[config.mk]
export PLATFORM = sky130hd
export DESIGN_NAME = ftm_front
export DESIGN_NICKNAME = d
export VERILOG_FILES = /design/src/design/ftm_pkg.sv /design/src/design/ftm_front.sv
export SDC_FILE = /design/constraint.sdc
export NUM_CORES = 1
export LEC_CHECK = 0
export BUFFER_PORTS_ARGS = -buffer_cell sky130_fd_sc_hd__buf_2
export CORE_MARGIN = 8
export CORE_UTILIZATION = 30
export DETAILED_ROUTE_END_ITERATION = 10
export GPL_ROUTABILITY_DRIVEN = 0
export HOLD_SLACK_MARGIN = 0.06
export PLACE_DENSITY = 0.58
export REMOVE_ABC_BUFFERS = 1
export SETUP_SLACK_MARGIN = 0.05
export SLEW_MARGIN = 25
export SYNTH_ARGS = -nofsm -noshare
export SYNTH_HDL_FRONTEND = slang
export SYNTH_SLANG_ARGS = --single-unit
[constraint.sdc]
create_clock -name clk -period 17.85 [get_ports clk]
set_clock_uncertainty 0.2 [all_clocks]
set_input_delay 0.8925 -clock clk [delete_from_list [all_inputs] [get_ports clk]]
set_output_delay 0.8925 -clock clk [all_outputs]
set_load 0.005 [all_outputs]
[src/design/ftm_pkg.sv]
// Package for the flow timeout manager: opcodes, status codes, shared types.
// Used by flow_timeout_manager_top, ftm_front and ftm_back.
package ftm_pkg;
	localparam int US_PER_S = 1000000;

	typedef enum logic [1:0] {
		OP_SET = 2'd0,
		OP_REMOVE = 2'd1,
		OP_POP = 2'd2,
		OP_NOP = 2'd3
	} op_t;

	typedef enum logic [1:0] {
		ST_NONE = 2'd0,
		ST_DELETED = 2'd1,
		ST_EXPIRED = 2'd2,
		ST_FULL = 2'd3
	} status_t;

	typedef struct packed {
		logic [1:0] opcode;
		logic [63:0] flow_key;
		logic [2:0] timer_type;
		logic [31:0] timeout_seconds;
		logic [31:0] context_tag;
		logic [31:0] flow_ref;
		logic [63:0] now_us;
		logic [63:0] new_expire;
	} cmd_t;

	typedef struct packed {
		logic [1:0] status;
		logic [63:0] out_key;
		logic [2:0] out_type;
		logic [31:0] out_seconds;
		logic [63:0] out_expire;
		logic [31:0] out_context;
		logic [31:0] out_flow_ref;
	} rsp_t;
endpackage

[src/design/ftm_front.sv]
// Front end: accepts items, masks the key, precomputes the set expiry
// (split multiply), and pushes commands into a two-entry queue.
// Depends on ftm_pkg.
module ftm_front #(
	parameter int KEY_BITS = 64
) (
	input logic clk,
	input logic arst_n,
	input logic in_valid,
	output logic in_ready,
	input logic [1:0] opcode,
	input logic [63:0] flow_key,
	input logic [2:0] timer_type,
	input logic [31:0] timeout_seconds,
	input logic [31:0] context_tag,
	input logic [31:0] flow_ref,
	input logic [63:0] now_us,
	output logic cmd_valid,
	input logic cmd_pop,
	output ftm_pkg::cmd_t cmd
);
	import ftm_pkg::*;

	localparam logic [63:0] KEY_MASK = {64{1'b1}} >> (64 - KEY_BITS);

	cmd_t item_q;
	logic busy_q;
	logic [1:0] phase_q;
	logic [51:0] prod_lo_q;
	logic [51:0] prod_hi_q;
	cmd_t fifo_q [2];
	logic wr_q, rd_q;
	logic [1:0] cnt_q;
	logic push;
	logic [63:0] expire;
	cmd_t push_cmd;

	assign in_ready = !busy_q;
	assign expire = item_q.now_us + {12'd0, prod_lo_q} + {prod_hi_q[47:0], 16'd0};
	assign push = busy_q && phase_q == 2'd2 && cnt_q != 2'd2;
	assign cmd_valid = cnt_q != 2'd0;
	assign cmd = fifo_q[rd_q];

	always_comb begin
		push_cmd = item_q;
		push_cmd.new_expire = expire;
	end

	always_ff @(posedge clk or negedge arst_n) begin
		if (!arst_n) begin
			busy_q <= 1'b0;
			phase_q <= 2'd0;
			wr_q <= 1'b0;
			rd_q <= 1'b0;
			cnt_q <= 2'd0;
		end else begin
			if (in_valid && in_ready) begin
				busy_q <= 1'b1;
				phase_q <= 2'd0;
			end else if (busy_q && phase_q != 2'd2) begin
				phase_q <= phase_q + 2'd1;
			end else if (push) begin
				busy_q <= 1'b0;
			end
			if (push) begin
				wr_q <= !wr_q;
			end
			if (cmd_pop && cmd_valid) begin
				rd_q <= !rd_q;
			end
			cnt_q <= cnt_q + {1'b0, push} - {1'b0, cmd_pop && cmd_valid};
		end
	end

	always_ff @(posedge clk) begin
		if (in_valid && in_ready) begin
			item_q.opcode <= opcode;
			item_q.flow_key <= flow_key & KEY_MASK;
			item_q.timer_type <= timer_type;
			item_q.timeout_seconds <= timeout_seconds;
			item_q.context_tag <= context_tag;
			item_q.flow_ref <= flow_ref;
			item_q.now_us <= now_us;
			item_q.new_expire <= '0;
		end
		if (busy_q && phase_q == 2'd0) begin
			prod_lo_q <= {20'd0, item_q.timeout_seconds[15:0]} * 52'(US_PER_S);
			prod_hi_q <= {20'd0, item_q.timeout_seconds[31:16]} * 52'(US_PER_S);
		end
		if (push) begin
			fifo_q[wr_q] <= push_cmd;
		end
	end
endmodule

Yosys cells after proc, flatten, opt, wreduce, memory -nomap -nowiden

Memories as Yosys holds them, arrays and structs flattened.
Index checks and enable logic that the tools add are counted.

Register bits: 296
Bits in writable memories: 586
Input bits: 233
Output and inout port bits: 295
Memories kept: 1

Memories:

| memory | depth | bits a word | read ports | clocked after Yosys merged registers in | wr ports | line            | RTL |
|---|---|---|---|---|---|---|---|
| fifo_q | 2     | 293         | 1          | 0                                       | 1        | ftm_front.sv:31 | `cmd_t fifo_q [2];` |

$add $sub $neg: 5
Multipliers: 2
Eq/ne operators: 4
Muxes and demuxes: 7
Reductions and logical operators: 14

Operators by type and width:

| operator                                            | count |
|---|---|
| adder 64 x 36 -> 64 bit                             | 1 |
| adder 64 x 52 -> 64 bit                             | 1 |
| multiplier 16 x 14 -> 30 bit, second input constant | 2 |
| logical AND 1 bit                                   | 6 |
| != test 2 bit, second input constant                | 3 |
| nonzero test 2 bit                                  | 3 |
| 2-to-1 mux 1 bit                                    | 5 |
| 2-to-1 mux 2 bit                                    | 2 |
| logical NOT 1 bit                                   | 3 |
| adder 2 x 1 -> 2 bit                                | 1 |
| adder 2 x 1 -> 2 bit, second input constant         | 1 |
| equality test 2 bit, second input constant          | 1 |
| logical NOT 2 bit                                   | 1 |
| AND reduction 2 bit                                 | 1 |
| subtractor 2 x 1 -> 2 bit                           | 1 |

Longest topological paths before layout

Gate-level depths: netlist of run 1.

Word-level depth: 6
Depth in mapped cells: 21

Least setup slack after synthesis of run 1

No wires, ideal clock.

Path type: register to register
Start point: register phase_q[0]
End point: memory fifo_q[0][100] (netlist bit) (enable)
Setup time: 942 ps
Data arrival time: 12793 ps
Path slack: 3914 ps
Cell stages (with the launch flop): 5
Buffers on the path: 0
Cell sequence: dfrtp_1 inv_1 ha_1 o211ai_1 nor2_1

Longest elaborated chain between the ends: 5

Ends and longest elaborated chain:

| element                                | line            | RTL |
|---|---|---|
| from (decl)                            | ftm_front.sv:28 | `logic [1:0] phase_q;` |
| from (signal assigned)                 | ftm_front.sv:61 | `phase_q <= phase_q + 2'd1;` |
| equality test 2 bit                    | ftm_front.sv:40 | `assign push = busy_q && phase_q == 2'd2 && cnt_q != 2'd2;` |
| logical AND 1 bit (2 in series)        | ftm_front.sv:40 |  |
| 2-to-1 mux 1 bit                       | ftm_front.sv:90 | `if (push) begin` |
| 2-to-1 mux 1 bit (implied by the code) | ftm_front.sv:91 | `fifo_q[wr_q] <= push_cmd;` |
| to (decl)                              | ftm_front.sv:31 |  |

No other way between the ends.

Worst setup path after layout of run 1

Start point: register item_q[210] (netlist bit)
End point: register prod_hi_q[35] (data pin)

Longest elaborated chain between the ends: 1

Ends and longest elaborated chain:

| element                      | line            | RTL |
|---|---|---|
| from (decl)                  | ftm_front.sv:26 | `cmd_t item_q;` |
| multiplier 16 x 14 -> 30 bit | ftm_front.sv:88 | `prod_hi_q <= {20'd0, item_q.timeout_seconds[31:16]} * 52'(US_PER_S);` |
| to (signal assigned)         | ftm_front.sv:88 |  |
| to (decl)                    | ftm_front.sv:30 | `logic [51:0] prod_hi_q;` |

No other way between the ends.
A chain may end at the register's enable or synchronous reset.

==> results of run 1 <==
stage by stage:
step,area (um2),utilization [%],power (mW),cells
2_1_floorplan,39970,-,6.954,2362
3_3_place_gp,44990,33.76,8.181,4677
3_5_place_dp,44990,33.76,8.206,4677
4_1_cts,48360,36.28,10.37,4856
5_1_grt,48360,36.28,11.00,4856
6_report,48370,36.29,10.17,4861
timing repair:
item / 4_1_cts / 5_1_grt
setup endpoints to repair: 0 / 0
hold endpoints to repair: 7 / 0
hold buffers: 1 / 0
logic make-up after synthesis:
kind of cell | after synthesis
AO/OA/AOI/OAI | 254
XOR/XNOR | 111
adder cells (fa/ha/maj) | 417
buffers and inverters | 269
flip-flops | 870
multiplexers | 288
AND/OR/NAND/NOR | 206
metal layers:
metal  vias to the layer above  global-route usage (%)  part of all wire (%)
met3                       105                   3.377                   6.6
met5                         -                       0                     0
met2                       535                   20.42                    47
li1                      10206                       -                     -
met4                         0                   4.005                   2.3
met1                     10658                   15.82                    44
Yosys cell counts, drive strengths merged (20+ instances only):
cell type	instances	area, um2
a21o	51	382.9
ha	292	3654
nor2	54	202.7
edfxtp	863	25910
o21ai	38	190.2
mux2	288	3243
fa	125	2502
clkbuf	43	161.4
a21oi	82	417.9
inv	216	810.8
nand2	49	183.9
xnor2	80	700.7
xor2	31	271.5
nand3	20	100.1
path summary, 6_finish.rpt:
| path | endpoint | startpoint | slack (ns) | depth (start not counted) |
|---|---|---|---|---|
| setup / recovery | prod_hi_q[35] | item_q[210] | 11.37 | 20 |
| hold reg to reg | fifo_q[1][258] | item_q[258] | 0.23 | 0 |
| hold / removal | item_q[90] | now_us[26] | 0.16 | 1 |
| setup reg to reg | prod_hi_q[35] | item_q[210] | 11.37 | 20 |
| min in group asynchronous | busy_q | arst_n | 0.36 | 2 |
| max in group asynchronous | rd_q | arst_n | 16.90 | 2 |
state kept, by name, summed over array words and instances, names as in the netlist:
register	count
prod_hi_q	30
cnt_q	2
prod_lo_q	30
item_q	229
rd_q	1
phase_q	2
wr_q	1
busy_q	1
fifo_q	574
cell type report:
type                       instances  area (um2)
clock buffer                     110        2497
sequential                       870       26090
timing repair buffer             548        2798
antenna                            5       12.51
tap                             1768        2212
clock inverter                    68       858.3
multi-input combinational       1276       13090
fill                           12643       84920
inverter                         216       810.8
report_power, final:
group,internal [mW],switching (mW),leakage [nW]
combinational,2.06,2.81,9.23
clock,1.22,0.846,1.62
sequential,3.06,0.176,7.96
total,6.34,3.83,18.8
==> run summary, run 1 <==
Simple-Gate Fraction of Synth Area - 2.515%
Worst-path clk slew - 0.06 ns
Dpl ws - 11.36 ns
Clk sinks - 870
CP max FO - 8
P_leak - 18.81 nW
Worst slew pin tran - 1.056 ns
Layout cells sized above 1 - 32.48%
Total gr overflow - 0
Main synth FF type - edfxtp_1
Rel. slew slack - 29.62%
Fin. Hold Viols - 0
Drt via density - 4.424
RSZ-0062 raised after global routing - false
Setup Viol. Count Final - 0
Worst path required time - 18.10 ns
Via count - 21504
Longest Clk Path Bufs - 3
Critical path's most frequent cell - fa_1
Row count - 134
Die ar. - 145900 um2
Nets - 3660
Yosys reg bits - 870
Critical Path Max Stage Delay - 0.70 ns
I/O pins - 528
Synth Area per Inst - 16.64 um2
Initial antenna violation count - 5
Synth Area in Compound Gates - 4.190%
Seq/Total Area, Yosys - 64.92%
Clk Tree Root Cell - clkbuf_16
Final hold slack - 0.1586 ns
Critical Path End Type - flip-flop
Most frequent cells in the layout - edfxtp_1, buf_2, ha_1
Critical Path Slowest Stage Cell - or4b_2
Post-Route Setup TNS - 0 ns
Routed Antenna Nets - 0
CP Cell Sequence - inv_1, fa_1, inv_1, fa_1, fa_1, fa_1, ha_1, inv_1, fa_1, inv_1, ha_1, nand3_1, or4b_2, a31oi_1, o21ai_0, o21ai_0, a21oi_1, o21ai_0, a21oi_1, xnor2_1
Die Height - 382.0 um
Crit path arrival time - 6.73 ns
Max Cap Viol - 0
Post-cts gate resize count - 0
Pre-antenna DRT Iters - 5
Peak VDD IR - 0.1360 mV
Die width - 382.0 um
Post-synthesis cell area - 40190 um2
CP Launch Type - flip-flop
Largest net degree at the start of global routing - 70
Fmax - 154.3 MHz
Commonest non-fill, non-tap cell in the layout - edfxtp_1
Synthesized netlist cell count - 2415
IO Port Bufs - 527
Iteration-0 DRC count of the detailed router - 1058
Post-synth ARST share - 0.8046%
Power Density - 210.2 nW/um2
Final Cycle Share - 36.31%
WP buf/inv - 4
Core Area - 133300 um2
Overall routing resource usage - 12.39%
Worst-Skew Late Latency - 0.70 ns
DP HPWL - 68.90 mm
Post-CTS setup buffers - 0
Ys Warns - 0
XOR/XNOR share of the synthesized area - 2.419%
Outcome - complete, no violations
Area share of fa/ha/maj cells after synthesis - 15.32%
Min setup slack post-route - 11.37 ns
Routed wire length per instance - 19.35 um
WL final - 94.07 mm
EDFF count, synth - 863
CTS tree - built
Class of the worst hold path - in2reg
Post-synthesis mux area share - 8.069%
DRC violations left - 0
First-pass GRT wire length - 139.0 mm
CP delay by family, top - adder cells
CTS HTree Levels - 3
Largest family of logic cells by synthesized area - adder cells
Tmin final - 6.482 ns
CTS Buf Count - 98
P&R area growth vs syn - 20.36%
Initial core utilization - 30.15%
Number of global-route vias before repair - 22461
Netlist cell types - 61
Final Max Slew Viols - 0
Crit Path Class - reg2reg
(Power assumes the default switching activity.)
==> run 2: changes to the inputs <==
- ABC_AREA: default -> 1
- PLACE_DENSITY: 0.58 -> 0.59
- clock period: 17.85 -> 5.6 ns (I/O delays scaled with it)
==> run 2 against run 1 <==
Non-clock buffer count is 410 higher; sequential power grew to 3.2 times the previous value; via count is 40% higher; critical path depth is 1 lower; total power grew to 3.6 times the previous value; register-to-register slack worse by 11 ns; flip-flop and latch count stayed put; cell area is 14% higher; sequential share of layout area is 6.8 points lower; count of clock-buffer cells in the layout is 8 higher.
==> run summary, run 2 <==
P&R area growth vs syn - 28.34%
Initial core utilization - 30.13% (about the same)
Synth Area per Inst - 11.07 um2 (-33%)
Seq/Total Area, Yosys - 60.49% (-4.4 points)
Die Height - 395.2 um (+3.4%)
Worst-Skew Late Latency - 0.70 ns (about the same)
Iteration-0 DRC count of the detailed router - 1476 (+40%)
Yosys reg bits - 870 (unchanged)
Max Cap Viol - 0 (unchanged)
Final Util - 38.67% (+2.4 points)
Routed Antenna Nets - 0 (unchanged)
Crit Path Class - reg2reg
CP delay by family, top - adder cells
Main synth FF type - edfxtp_1
WL final - 120.5 mm (+28%)
Clk sinks - 870 (unchanged)
Ys Warns - 0 (unchanged)
Final Cycle Share - 93.92% (+58 points)
Crit path arrival time - 5.52 ns (-1.21 ns)
Clk Tree Root Cell - clkbuf_16
Power Density - 659.2 nW/um2 (+210%)
P_leak - 24.57 nW (+31%)
DP HPWL - 88.72 mm (+29%)
DRC violations left - 0 (unchanged)
Layout cells sized above 1 - 15.59% (-17 points)
Class of the worst hold path - in2reg
Synthesized netlist cell count - 3896 (+61%)
Worst path required time - 5.86 ns (-12.24 ns)
Pre-antenna DRT Iters - 5 (unchanged)
Register bank with the most flops - fifo_q
CTS HTree Levels - 3 (unchanged)
Die ar. - 156200 um2 (+7.0%)
Nets - 5533 (+51%)
Fmax - 190.1 MHz (+23%)
RSZ-0062 raised after global routing - false
CTS Buf Count - 96 (-2.0%)
CP Launch Type - flip-flop
Number of global-route vias before repair - 30936 (+38%)
I/O pins - 528 (unchanged)
CP max FO - 7 (-1)
Rel. slew slack - 35.50% (+5.9 points)
Final Max Slew Viols - 0 (unchanged)
Total gr overflow - 0 (unchanged)
WP buf/inv - 5 (+1)
Die width - 395.2 um (+3.4%)
Overall routing resource usage - 15.05% (+2.7 points)
Synth area leader - edfxtp_1
Post-synth ARST share - 0.8046% (unchanged)
Drt via density - 4.373 (-1.1%)
First-pass GRT wire length - 182.9 mm (+32%)
Initial antenna violation count - 5 (unchanged)
Setup Viol. Count Final - 0 (unchanged)
Row count - 139 (+3.7%)
Fin. Hold Viols - 0 (unchanged)
Largest register FFs - 574 (unchanged)
Commonest non-fill, non-tap cell in the layout - nand2_1
Netlist cell types - 42 (-31%)
Most frequent cells in the layout - nand2_1, edfxtp_1, buf_2
Routed wire length per instance - 17.55 um (-9.3%)
CP Cell Sequence - buf_4, fa_1, inv_1, fa_1, inv_1, fa_1, inv_1, fa_1, inv_1, ha_1, ha_1, ha_1, nand2_1, o21ai_0, nor2_1, a21oi_2, nand2_1, nand3_1, nand2_1
Longest Clk Path Bufs - 3 (unchanged)
Critical Path Slowest Stage Cell - fa_1
Critical Path Max Stage Delay - 0.53 ns (-0.17 ns)
Largest net degree at the start of global routing - 131 (+87%)
Design Power - 36.49 mW (+260%)
Outcome - complete, no violations
Post-synthesis cell area - 43130 um2 (+7.3%)
Worst-path clk slew - 0.06 ns (about the same)
Peak VDD IR - 0.5364 mV (+290%)
IO Port Bufs - 527 (unchanged)
Commonest cells in the netlist - nand2_1, edfxtp_1, inv_1, ha_1, nor2_1
Core Area - 143100 um2 (+7.4%)
Critical Path End Type - flip-flop
Via count - 30032 (+40%)
Worst slew pin tran - 0.9675 ns (-0.08826 ns)
Share of Yosys cell area claimed by the top area cell type - 60.08% (-4.4 points)
CTS tree - built
Largest cells by area after synthesis - edfxtp_1, nand2_1, ha_1
Tmin final - 5.259 ns (-1.222 ns)
EDFF count, synth - 863 (unchanged)
Most numerous cell in the Yosys netlist - nand2_1
Largest registers - fifo_q: 574 flops, item_q: 229 flops
## run 2: cell types whose count changed after synthesis, moves of 10 or more
cell	before	now
xnor2_1	80	19
nand3_1	20	86
nor2_1	54	143
a21o_1	51	2
inv_1	216	503
xor2_1	31	62
nor2_2	0	15
o21a_1	13	2
nand4_1	17	29
nand2_1	49	1479
mux2_2	288	0
nand2_2	0	10
nor2b_1	13	0
o21ai_0	35	25
## run 2: worst register-to-register path: cells and delay by family, from the launching register on
family                     cells  cell delay (ns)
AOI/OAI and AO/OA              2             0.49
adders and majority gates      7             3.02
buffers and inverters          5             0.41
DFF                            1             0.45
and+or+nand+nor                5             0.45
## run 2: logic make-up after synthesis
| kind of cell | count (synthesis) | share of synthesized area (%) |
|---|---|---|
| adder cells (fa/ha/maj) | 417 | 14.27 |
| AND/OR/NAND/NOR | 1814 | 16.76 |
| flip-flops | 870 | 60.49 |
| AO/OA/AOI/OAI | 133 | 1.700 |
| buffers and inverters | 581 | 5.135 |
| XOR/XNOR | 81 | 1.645 |
## run 2: layer usage
| layer | GRT usage (%) | part of all wire [%] | vias to the layer above |
|---|---|---|---|
| li1 | - | - | 14719 |
| met3 | 3.661 | 6.6 | 188 |
| met2 | 25.67 | 48 | 823 |
| met1 | 18.61 | 42 | 14302 |
| met5 | 0 | 0 | - |
| met4 | 5.169 | 3.1 | 0 |
## run 2: per-stage QoR
step | setup TNS (ns) | worst slack, ns | hold slack, ns | instance area [um2] | std cells
6_report | 0 | 0.3407 | 0.1108 | 55360 | 6867
5_1_grt | 0 | 0.05217 | 0.07854 | 55350 | 6865
4_1_cts | 0 | 0.2514 | 0.06033 | 55310 | 6858
3_5_place_dp | 0 | 0.2677 | -0.07330 | 48380 | 6305
3_3_place_gp | 0 | 0.3365 | -0.07894 | 48380 | 6305
2_1_floorplan | -7344.42 | -8.488 | -0.2156 | 42840 | 3827
## run 2: where the power goes
part / internal (mW) / switching, mW / total [mW]
logic: 6.81 / 13.1 / 20.0
registers: 9.76 / 0.515 / 10.3
clock network: 3.62 / 2.64 / 6.26
## run 2: final timing paths
path / startpoint / to / cells after the start / slack (ns)
min reg2reg: item_q[187] / fifo_q[1][187] / 0 / 0.24
max reg2reg: item_q[196] / prod_lo_q[32] / 19 / 0.34
min in group asynchronous: arst_n / rd_q / 3 / 0.35
max: item_q[196] / prod_lo_q[32] / 19 / 0.34
max in group asynchronous: arst_n / rd_q / 3 / 4.57
min: context_tag[14] / item_q[174] / 2 / 0.11
## run 2: layout make-up
class	count	area, um2
Tap cell	1903	2381
Fill cell	13752	87780
Clock inverter	55	625.6
Sequential cell	870	26090
Timing Repair Buffer	958	6949
Multi-Input combinational cell	2445	14860
Clock buffer	118	2506
Inverter	512	1929
Antenna cell	6	15.01
## run 2: what timing repair did
action	CTS	global route
setup buffers	0	3
setup endpoints to repair	0	4
hold buffers	380	0
gates resized for setup	0	3
hold endpoints to repair	258	0
==> run 3: changes to the inputs <==
- BUFFER_PORTS_ARGS: -buffer_cell sky130_fd_sc_hd__buf_2 -> default
- DONT_BUFFER_PORTS: default -> 1
- PLACE_DENSITY: 0.59 -> 0.56
==> run 3 against run 2 <==
Global-route usage decreased by 0.11 points; sequential power is essentially flat; utilization is 1.2 points lower; critical endpoint unchanged; highest routed layer unchanged.
==> run summary, run 3 (synthesized netlist as in run 2, its figures left out) <==
Clk Tree Root Cell - clkbuf_16
Largest register FFs - 574 (unchanged)
CTS HTree Levels - 3 (unchanged)
Worst path required time - 5.84 ns (-0.02 ns)
Max Cap Viol - 0 (unchanged)
Power Density - 668.6 nW/um2 (+1.4%)
Dpl ws - 0.3342 ns (+0.06650 ns)
Commonest non-fill, non-tap cell in the layout - nand2_1
Fmax - 188.5 MHz (-0.84%)
Nets - 5084 (-8.1%)
Initial antenna violation count - 3 (-2)
CP max FO - 4 (-3)
Worst-path clk slew - 0.07 ns (about the same)
Routed wire length per instance - 18.51 um (+5.5%)
Critical Path End Type - flip-flop
CTS Buf Count - 96 (unchanged)
Drt via density - 4.405 (+0.73%)
Register bank with the most flops - fifo_q
Fin. Hold Viols - 0 (unchanged)
Die Height - 395.2 um (unchanged)
Longest Clk Path Bufs - 3 (unchanged)
Sequential cell area - 26090 um2 (unchanged)
Pre-antenna DRT Iters - 6 (+1)
Largest registers - fifo_q: 574 flops, item_q: 229 flops
Cell Area, Placed - 45720 um2 (-5.5%)
DP HPWL - 86.19 mm (-2.9%)
Worst-Skew Late Latency - 0.70 ns (about the same)
First-pass GRT wire length - 179.9 mm (-1.7%)
Worst slew pin tran - 0.9936 ns (+0.02617 ns)
Multi-input gate area - 14850 um2 (about the same)
Initial core utilization - 30.13% (unchanged)
RSZ-0062 raised after global routing - false
Class of the worst hold path - in2reg
Overall routing resource usage - 14.94% (-0.11 points)
CP Launch Type - flip-flop
P_leak - 22.82 nW (-7.1%)
Setup Viol. Count Final - 0 (unchanged)
DRC violations left - 0 (unchanged)
Final Max Slew Viols - 0 (unchanged)
IO Port Bufs - 0 (-100%)
Total gr overflow - 0 (unchanged)
Final Util - 37.50% (-1.2 points)
Layout cells sized above 1 - 5.541% (-10 points)
Die ar. - 156200 um2 (unchanged)
I/O pins - 528 (unchanged)
Core Area - 143100 um2 (unchanged)
Number of global-route vias before repair - 29073 (-6.0%)
CTS tree - built
Largest net degree at the start of global routing - 151 (+15%)
# fillers - 13767 (+0.11%)
Crit Path Class - reg2reg
Final Cycle Share - 94.71% (+0.80 points)
Routed Antenna Nets - 0 (unchanged)
Rel. slew slack - 33.76% (-1.7 points)
Clk sinks - 870 (unchanged)
Crit path arrival time - 5.54 ns (+0.02 ns)
Min setup slack post-route - 0.2962 ns (-0.04453 ns)
P&R area growth vs syn - 24.43%
Peak VDD IR - 0.6682 mV (+25%)
Via count - 28274 (-5.9%)
Final Instance Area - 53670 um2 (-3.0%)
Most frequent cells in the layout - nand2_1, edfxtp_1, inv_1
Row count - 139 (unchanged)
Iteration-0 DRC count of the detailed router - 1562 (+5.8%)
Tmin final - 5.304 ns (+0.04453 ns)
Design Power - 35.88 mW (-1.7%)
Outcome - complete, no violations
Die width - 395.2 um (unchanged)
WL final - 118.8 mm (-1.4%)
==> run 3: changes by cell type in the layout (fill, tap and decap cells not counted), sizes merged, moves of 3 or more <==
cell / delta
buf: -530
dlygate4sd3: +81
bufinv: +5
clkbuf: -4
clkinv: -4
clkinvlp: +4
diode: -3
==> run 3: report_power, final <==
part           internal (mW)  total (mW)  switching (mW)  leakage (nW)
registers               9.76        10.3           0.549          7.96
logic                   6.10        19.0            12.9          13.3
clock network           3.85        6.57            2.72          1.59
total                   19.7        35.9            16.2          22.8
==> run 3: path summary, 6_finish.rpt <==
| kind | to | depth (start not counted) | from | slack, ns |
|---|---|---|---|---|
| max | prod_lo_q[32] | 18 | item_q[195] | 0.30 |
| min | item_q[82] | 1 | now_us[18] | 0.12 |
| max reg2reg | prod_lo_q[32] | 18 | item_q[195] | 0.30 |
| min reg2reg | fifo_q[0][227] | 0 | item_q[227] | 0.23 |
| max in group asynchronous | rd_q | 2 | arst_n | 4.66 |
| min in group asynchronous | cnt_q[1] | 2 | arst_n | 0.26 |
==> run 3: timing repair <==
item	in CTS	in global routing
resized for setup	0	2
hold buffers	461	0
hold endpoints to repair	264	0
setup buffers	0	1
endpoints found under the setup margin	0	5
==> run 3: area by class of cell <==
| class | count | share of cell area (%) |
|---|---|---|
| Antenna cell | 3 | 0.01399 |
| Inverter | 512 | 3.604 |
| Sequential cell | 870 | 48.62 |
| Multi-Input combinational cell | 2445 | 27.67 |
| Timing Repair Buffer | 509 | 9.479 |
| Clock inverter | 62 | 1.578 |
| Clock buffer | 114 | 4.602 |
| Tap cell | 1903 | 4.436 |
==> run 3: metal layers <==
layer	up-vias	wire [um]	share of wire [%]	GRT usage, %
met5	-	0	0	0
met4	0	3553	3.0	4.718
met3	175	8062	6.8	3.731
met2	835	56330	47	25.24
met1	13433	50880	43	18.79
li1	13831	-	-	-
==> run 3: through the flow <==
| stage | TNS [ns] | cells | hold WS (ns) |
|---|---|---|---|
| 3_3_place_gp | 0 | 5777 | -0.2154 |
| 2_1_floorplan | -7344.42 | 3827 | -0.2156 |
| 5_1_grt | 0 | 6416 | 0.08210 |
| 4_1_cts | 0 | 6414 | 0.06023 |
| 3_5_place_dp | 0 | 5777 | -0.2153 |
| 6_report | 0 | 6418 | 0.1224 |
==> run 3: worst max-delay path, cell delays in order (launching register included) <==
cell and delay [ns]:
edfxtp_1 0.47, fa_1 0.54, inv_1 0.06, fa_1 0.53
inv_1 0.05, fa_1 0.53, inv_1 0.05, fa_1 0.50
inv_1 0.04, ha_1 0.30, fa_1 0.46, ha_1 0.35
a21oi_1 0.10, o21ai_0 0.33, nor2_1 0.11, a21oi_2 0.20
nand2_1 0.09, nand3_1 0.07, nand2_1 0.06
